`src/sha256_byte_stream_hasher_top_macros.svh`:
```
// Assertion helpers for the hasher
`ifndef SHA256_BYTE_STREAM_HASHER_TOP_MACROS_SVH
`define SHA256_BYTE_STREAM_HASHER_TOP_MACROS_SVH

`define SBH_ASSERT_IMP(lbl, ante, cons, msg) \
  lbl: assert property (@(posedge clk) disable iff (!rst_n) (ante) |-> (cons)) \
    else $error(msg);

`define SBH_ASSERT_NXT(lbl, ante, cons, msg) \
  lbl: assert property (@(posedge clk) disable iff (!rst_n) (ante) |=> (cons)) \
    else $error(msg);

`endif

```
`src/sbh_pkg.sv`:
```
`default_nettype none
package sbh_pkg;

  localparam int LenBitsDefault = 64;

  typedef logic [31:0] word_t;

  localparam word_t InitHash [8] = '{
    32'h6a09e667, 32'hbb67ae85, 32'h3c6ef372, 32'ha54ff53a,
    32'h510e527f, 32'h9b05688c, 32'h1f83d9ab, 32'h5be0cd19
  };

  localparam word_t RoundK [64] = '{
    32'h428a2f98, 32'h71374491, 32'hb5c0fbcf, 32'he9b5dba5,
    32'h3956c25b, 32'h59f111f1, 32'h923f82a4, 32'hab1c5ed5,
    32'hd807aa98, 32'h12835b01, 32'h243185be, 32'h550c7dc3,
    32'h72be5d74, 32'h80deb1fe, 32'h9bdc06a7, 32'hc19bf174,
    32'he49b69c1, 32'hefbe4786, 32'h0fc19dc6, 32'h240ca1cc,
    32'h2de92c6f, 32'h4a7484aa, 32'h5cb0a9dc, 32'h76f988da,
    32'h983e5152, 32'ha831c66d, 32'hb00327c8, 32'hbf597fc7,
    32'hc6e00bf3, 32'hd5a79147, 32'h06ca6351, 32'h14292967,
    32'h27b70a85, 32'h2e1b2138, 32'h4d2c6dfc, 32'h53380d13,
    32'h650a7354, 32'h766a0abb, 32'h81c2c92e, 32'h92722c85,
    32'ha2bfe8a1, 32'ha81a664b, 32'hc24b8b70, 32'hc76c51a3,
    32'hd192e819, 32'hd6990624, 32'hf40e3585, 32'h106aa070,
    32'h19a4c116, 32'h1e376c08, 32'h2748774c, 32'h34b0bcb5,
    32'h391c0cb3, 32'h4ed8aa4a, 32'h5b9cca4f, 32'h682e6ff3,
    32'h748f82ee, 32'h78a5636f, 32'h84c87814, 32'h8cc70208,
    32'h90befffa, 32'ha4506ceb, 32'hbef9a3f7, 32'hc67178f2
  };

  function automatic word_t rotr(word_t x, int unsigned n);
    return (x >> n) | (x << (32 - n));
  endfunction

endpackage
`default_nettype wire

```
`src/sha256_byte_stream_hasher_top.sv`:
```
// A byte that does not fill a block is only stored; a byte that fills one starts a
// compression: load, 64 rounds of the shared round unit, and chain update.
// End of message: padding runs one compression, or two when the length spills into a second
// block, then eight output transfers, one per cycle when out_tready is high.
// in_tready is high only in idle, so no byte is taken while a block is padded, compressed or output.
// Reset: synchronous active-low rst_n reloads the initial hash and clears the bit count.
`default_nettype none
module sha256_byte_stream_hasher_top
  import sbh_pkg::*;
#(
  parameter int LENGTH_COUNTER_BITS = LenBitsDefault
) (
  input  wire logic        clk,
  input  wire logic        rst_n,
  input  wire logic        in_tvalid,
  output logic             in_tready,
  input  wire logic [7:0]  in_tdata,   // [7:0] data_byte
  input  wire logic        in_tuser,   // byte_present
  input  wire logic        in_tlast,   // end_of_message
  output logic             out_tvalid,
  input  wire logic        out_tready,
  output logic [39:0]      out_tdata,  // [31:0] digest_word, [34:32] word_index, zero
  output logic             out_tlast   // last_word
);

  localparam logic [2:0] S_IDLE = 3'd0;
  localparam logic [2:0] S_PAD  = 3'd1;
  localparam logic [2:0] S_RND  = 3'd2;
  localparam logic [2:0] S_ADD  = 3'd3;
  localparam logic [2:0] S_OUT  = 3'd4;

  localparam int LB = LENGTH_COUNTER_BITS;

  logic [2:0]    state_r, state_nxt;
  word_t         w_r [16];
  word_t         h_r [8];
  word_t         v_r [8];
  logic [LB-1:0] cnt_r;
  logic [63:0]   len_r;
  logic [6:0]    rnd_r;
  logic          fin_r;   // message ends after this compression
  logic          more_r;  // a second padding block follows
  logic          pend_r;  // padding still due after this compression
  logic [2:0]    oidx_r;

  logic [5:0]  pos;
  logic        acc;
  logic [3:0]  wi;
  logic [63:0] cnt64;
  word_t       w15, w2, w7, wnew, wt, t1, t2, s0, s1, s0a, s1a, ch, mj;

  assign pos = cnt_r[8:3];
  assign cnt64 = 64'(cnt_r);
  assign acc = in_tvalid && in_tready;
  assign in_tready = (state_r == S_IDLE);
  assign wi = rnd_r[3:0];

  always_comb begin
    w15  = w_r[4'(wi + 4'd1)];
    w2   = w_r[4'(wi + 4'd14)];
    w7   = w_r[4'(wi + 4'd9)];
    s0   = rotr(w15, 7) ^ rotr(w15, 18) ^ (w15 >> 3);
    s1   = rotr(w2, 17) ^ rotr(w2, 19) ^ (w2 >> 10);
    wnew = w_r[wi] + s0 + w7 + s1;
    wt   = rnd_r[6:4] != 3'd0 ? wnew : w_r[wi];
    s1a  = rotr(v_r[4], 6) ^ rotr(v_r[4], 11) ^ rotr(v_r[4], 25);
    ch   = (v_r[4] & v_r[5]) ^ (~v_r[4] & v_r[6]);
    t1   = v_r[7] + s1a + ch + RoundK[rnd_r[5:0]] + wt;
    s0a  = rotr(v_r[0], 2) ^ rotr(v_r[0], 13) ^ rotr(v_r[0], 22);
    mj   = (v_r[0] & v_r[1]) ^ (v_r[0] & v_r[2]) ^ (v_r[1] & v_r[2]);
    t2   = s0a + mj;
  end

  always_comb begin
    state_nxt = state_r;
    unique case (state_r)
      S_IDLE: begin
        if (acc) begin
          if (in_tuser && pos == 6'd63) begin
            state_nxt = S_RND;
          end else if (in_tlast) begin
            state_nxt = S_PAD;
          end
        end
      end
      S_PAD: state_nxt = S_RND;
      S_RND: if (rnd_r == 7'd63) state_nxt = S_ADD;
      S_ADD: begin
        if (more_r) begin
          state_nxt = S_RND;
        end else if (fin_r) begin
          state_nxt = S_OUT;
        end else if (pend_r) begin
          state_nxt = S_PAD;
        end else begin
          state_nxt = S_IDLE;
        end
      end
      S_OUT: if (out_tready && oidx_r == 3'd7) state_nxt = S_IDLE;
      default: state_nxt = S_IDLE;
    endcase
  end

  always_ff @(posedge clk) begin
    if (!rst_n) begin
      state_r <= S_IDLE;
      cnt_r   <= '0;
      rnd_r   <= '0;
      fin_r   <= 1'b0;
      more_r  <= 1'b0;
      pend_r  <= 1'b0;
      oidx_r  <= '0;
      for (int i = 0; i < 8; i++) h_r[i] <= InitHash[i];
    end else begin
      state_r <= state_nxt;
      unique case (state_r)
        S_IDLE: begin
          rnd_r <= '0;
          if (acc) begin
            fin_r  <= 1'b0;
            pend_r <= in_tlast;
            more_r <= 1'b0;
            if (in_tuser) begin
              w_r[pos[5:2]][8'(3 - pos[1:0]) * 8 +: 8] <= in_tdata;
              cnt_r <= cnt_r + LB'(8);
            end
            for (int i = 0; i < 8; i++) v_r[i] <= h_r[i];
          end
        end
        S_PAD: begin
          // place 0x80, zero the tail, append the length if it fits
          len_r <= cnt64;
          for (int j = 0; j < 64; j++) begin
            if (j == pos) begin
              w_r[j/4][(3 - j%4)*8 +: 8] <= 8'h80;
            end else if (j > pos) begin
              if (pos < 6'd56 && j >= 56) w_r[j/4][(3 - j%4)*8 +: 8] <= cnt64[(63 - j)*8 +: 8];
              else w_r[j/4][(3 - j%4)*8 +: 8] <= 8'h00;
            end
          end
          if (pos >= 6'd56) more_r <= 1'b1;
          fin_r  <= 1'b1;
          pend_r <= 1'b0;
        end
        S_RND: begin
          if (rnd_r[6:4] != 3'd0) w_r[wi] <= wnew;
          v_r[7] <= v_r[6];
          v_r[6] <= v_r[5];
          v_r[5] <= v_r[4];
          v_r[4] <= v_r[3] + t1;
          v_r[3] <= v_r[2];
          v_r[2] <= v_r[1];
          v_r[1] <= v_r[0];
          v_r[0] <= t1 + t2;
          rnd_r  <= rnd_r + 7'd1;
        end
        S_ADD: begin
          rnd_r <= '0;
          for (int i = 0; i < 8; i++) begin
            h_r[i] <= h_r[i] + v_r[i];
            v_r[i] <= h_r[i] + v_r[i];
          end
          if (more_r) begin
            more_r <= 1'b0;
            for (int i = 0; i < 14; i++) w_r[i] <= '0;
            w_r[14] <= len_r[63:32];
            w_r[15] <= len_r[31:0];
          end
          oidx_r <= '0;
          if (fin_r && !more_r) cnt_r <= '0;
        end
        S_OUT: begin
          if (out_tready) begin
            oidx_r <= oidx_r + 3'd1;
            if (oidx_r == 3'd7) begin
              for (int i = 0; i < 8; i++) h_r[i] <= InitHash[i];
            end
          end
        end
        default: ;
      endcase
    end
  end

  assign out_tvalid = (state_r == S_OUT);
  assign out_tdata  = {5'd0, oidx_r, h_r[oidx_r]};
  assign out_tlast  = (oidx_r == 3'd7);

  `include "sha256_byte_stream_hasher_top_macros.svh"

  `SBH_ASSERT_IMP(a_rdy_idle, in_tready, (state_r == S_IDLE), "ready outside idle")
  `SBH_ASSERT_NXT(a_out_done, (out_tvalid && out_tready && out_tlast), (state_r == S_IDLE), "no idle after digest")
  `SBH_ASSERT_IMP(a_rnd_rng, (state_r == S_RND), (rnd_r < 7'd64), "round out of range")

endmodule
`default_nettype wire
```
`config.mk`:
```
export PLATFORM = sky130hd
export DESIGN_NAME = sha256_byte_stream_hasher_top
export DESIGN_NICKNAME = d
export VERILOG_FILES = /design/src/sbh_pkg.sv /design/src/sha256_byte_stream_hasher_top.sv
export VERILOG_INCLUDE_DIRS = /design/src /design/src/src
export SDC_FILE = /design/constraint.sdc
export NUM_CORES = 2
export LEC_CHECK = 0
export BUFFER_PORTS_ARGS = -buffer_cell sky130_fd_sc_hd__clkbuf_2
export CAP_MARGIN = 5
export CELL_PAD_IN_SITES_DETAIL_PLACEMENT = 0
export CELL_PAD_IN_SITES_GLOBAL_PLACEMENT = 2
export CORE_ASPECT_RATIO = 0.9
export CORE_MARGIN = 3
export CORE_UTILIZATION = 25
export DETAILED_ROUTE_END_ITERATION = 8
export PLACE_DENSITY_LB_ADDON = 0.12
export SLEW_MARGIN = 20
export SYNTH_ARGS = -nofsm -noshare
export SYNTH_HDL_FRONTEND = slang
export SYNTH_SLANG_ARGS = --single-unit
```
`constraint.sdc`:
```
create_clock -name clk -period 14.1 [get_ports clk]
set_input_delay 2.115 -clock clk [delete_from_list [all_inputs] [get_ports clk]]
set_output_delay 2.115 -clock clk [all_outputs]
set_load 0.03 [all_outputs]
```
==> metrics.yaml <==
synth:
  synth_top_flop_cell: "dfxtp_1"
  yosys-top-cells-area: "edfxtp_1 19%, mux4_2 15%, dfxtp_1 14%, ha_1 5.9%, o21ai_0 4.7%"
  synth-compound-area-share_pct: 17.1
  synth_edf_count: 560
  synth_xor_area_share_pct: 6.14
  yosysTopAreaCell: "edfxtp_1"
  synthMuxAreaShare_pct: 16.3
  ys_top_cells_by_count: "951 x nand2_1, 828 x o21ai_0, 740 x nor2_1"
  synth.most_common_cell: "nand2_1"
  ys_ff_latch: 1169
  synth_area_per_cell_um2: 9.69
  synth_top_family_by_area: "compound AO/OA/AOI/OAI gates"
  synth_fa_ha_area_share_pct: 10.7
  syn_area_mm2: 0.0883
  synth-simple-area-share_pct: 12.4
  netlist_instances: 9107
  synth.top_cell.area_share_pct: 19.1
  yosys_warnings: 0
  seq_area_frac_synth_pct: 32.9
  synth_cell_types: 89
  synth-async-reset-ratio_pct: 0
floorplan:
  die_w_um: 632
  initial_utilization_pct: 25.2
  rows: 206
  coreArea_mm2: 0.351
  die_h_um: 570
  die-area_mm2: 0.360
  io_pins: 57
sta:
  fin_ws_ps: 610
  final-setup-viol-count: 0
  hold_viol_final: 0
  relSlewSlack_pct: 10.4
  finalCritPeriodShare_pct: 95.7
  skew_ps: 121
  tns_ps: 0
  tightestPinTransition_ps: 1330
  period_needed_ps: 13490
  slew_viol_final: 0
  rsz0062_at_grt: "false"
  max_freq_mhz: 74.1
clock_network:
  cts_tree: "yes"
  ctsResizeCount: 0
  clk_latency_ps: 930
  cts_setup_buffers: 0
  cts_hold_buf: 0
  htreeDepth: 4
  cts_buffers: 162
  clock_tree.root_cell: "clkbuf_16"
  cts.reportedPaths.clkPinSlew_ps: 60
  clkSinkCount: 1169
  cts_buffer_depth: 4
global_routing:
  grt_max_degree: 141
  grt_first_pass_wirelength_um: 616000
  grt_usage_pct: 24.1
  grt_pass1_vias: 73000
  antenna_found_initial: 28
  grt-ovfl-total: 0
worst_setup_path:
  crit_top_cell: "a21o_1"
  crit_start: "rnd_r[1]"
  timing.critical_path.to: "v_r[0][31]"
  cp-end-kind: "flip-flop"
  worstPathArrival_ps: 14070
  cp_slowest_cell: "mux4_2"
  r2r-end: "v_r[0][31]"
  rrSetupSlack_ps: 610
  rr_worst_depth: 47
  crit_type: "flip-flop to flip-flop"
  cp_max_fo: 38
  critPathRequiredTime_ps: 14680
  start_kind: "flip-flop"
  reg2reg_from: "rnd_r[1]"
  critPathMaxStageDelay_ps: 620
worst_hold_path:
  hold_path_class: "flip-flop to flip-flop"
  hold_depth: 0
detailed_routing:
  routedWlPerCell_um: 32.2
  num_vias: 76000
  routed_wl_um: 445000
  drt_iter0_markers: 8390
  drc: 0
  viasPerCell: 5.49
  first_pass_iters: 9
  ant_nets: 0
final_layout:
  drive_gt1_share_pct: 14.9
  nFillCells: 36700
  final_nets: 9641
  seqCellArea_mm2: 0.0290
  area_growth_pct: 13.3
  multi_input_area_mm2: 0.0557
placed_design:
  detailed_place_hpwl_um: 341000
  pre_cts_slack_ps: 346
  place_congestion: 0.942
  portBuffers: 51
status:
  outcome: "completed"
power:
  pwr_density_cell_mw_per_mm2: 173
  ir_drop_v: 0.000334
  p_leak_nw: 35.5
flow_run:
  drv_cap: 0
[report_power, final]
group	switching (W)	internal, W
clock network	0.00180	0.00239
logic	0.00561	0.00366
registers	0.000131	0.00369
total	0.00754	0.00974
[flip-flops by register name (all words and copies together) (netlist names), 3 cells and up, named ones only]
name     count
w_r        512
rnd_r        7
cnt64       61
v_r        256
state_r      3
oidx_r       3
h_r        256
len_r       61
[how the worst min path moves through the flow]
stage | to | startpoint | slack, ps
CTS | len_r[19] | cnt64[19] | 480
global placement | len_r[19] | cnt64[19] | 450
global route | len_r[19] | cnt64[19] | 520
floorplan | len_r[7] | cnt64[7] | 400
detailed placement | len_r[19] | cnt64[19] | 460
finish | len_r[19] | cnt64[19] | 490
[cell type report]
type	instances	area share, %
sequential	1169	29.0
clock buffer	237	4.72
tap	4680	5.85
antenna	12	0.0300
multi-input combinational	6913	55.7
inverter	435	1.64
timing repair buffer	332	2.53
clock inverter	55	0.512
[stage by stage]
stage / hold WS (ps) / cell area, µm² / utilization [%] / cells / power (W)
2_1_floorplan: 403 / 88300 / - / 9111 / 0.0102
3_3_place_gp: 454 / 94700 / 27.0 / 13500 / 0.0131
3_5_place_dp: 462 / 94700 / 27.0 / 13500 / 0.0130
4_1_cts: 477 / 99900 / 28.5 / 13800 / 0.0173
5_1_grt: 516 / 100000 / 28.5 / 13800 / 0.0184
6_report: 489 / 100000 / 28.5 / 13800 / 0.0173
[kinds of logic (layout without fill, tap and decap cells)]
| group | count (synthesis) | after routing |
|---|---|---|
| fa+ha+maj | 643 | 643 |
| compound gates | 2463 | 2463 |
| simple gates | 2473 | 2473 |
| buf+inv | 1029 | 1059 |
| xor+xnor | 619 | 619 |
| flops | 1169 | 1169 |
| mux | 710 | 710 |
| other cells | 1 | 17 |
[worst max-delay path: cells and delay by family (launching register included)]
kind	cells	cell delay [ps]
XOR/XNOR	6	1050
buffers and inverters	5	700
AO/OA/AOI/OAI	23	5080
flip-flops	1	390
multiplexers	2	1190
adder cells (fa/ha/maj)	11	4780
[layer usage]
layer / wire (µm) / GRT usage [%]
met1: 220000 / 37.2
met2: 180000 / 34.2
met3: 34800 / 4.96
met4: 9130 / 4.73
met5: 58 / 0
[cells in the final DEF, fill, tap and decap left out, types with 105 or more instances in the layout]
master and instances:
a211oi_1 233, a21o_1 165, a21oi_1 590, buf_4 267
clkbuf_16 167, dfxtp_1 595, edfxtp_1 560, fa_1 195
ha_1 415, inv_1 430, mux4_2 577, nand2_1 942
nand3_1 193, nor2_1 726, nor3_1 105, o21ai_0 821
xnor2_1 455, xor2_1 160
(Power assumes the default switching activity.)
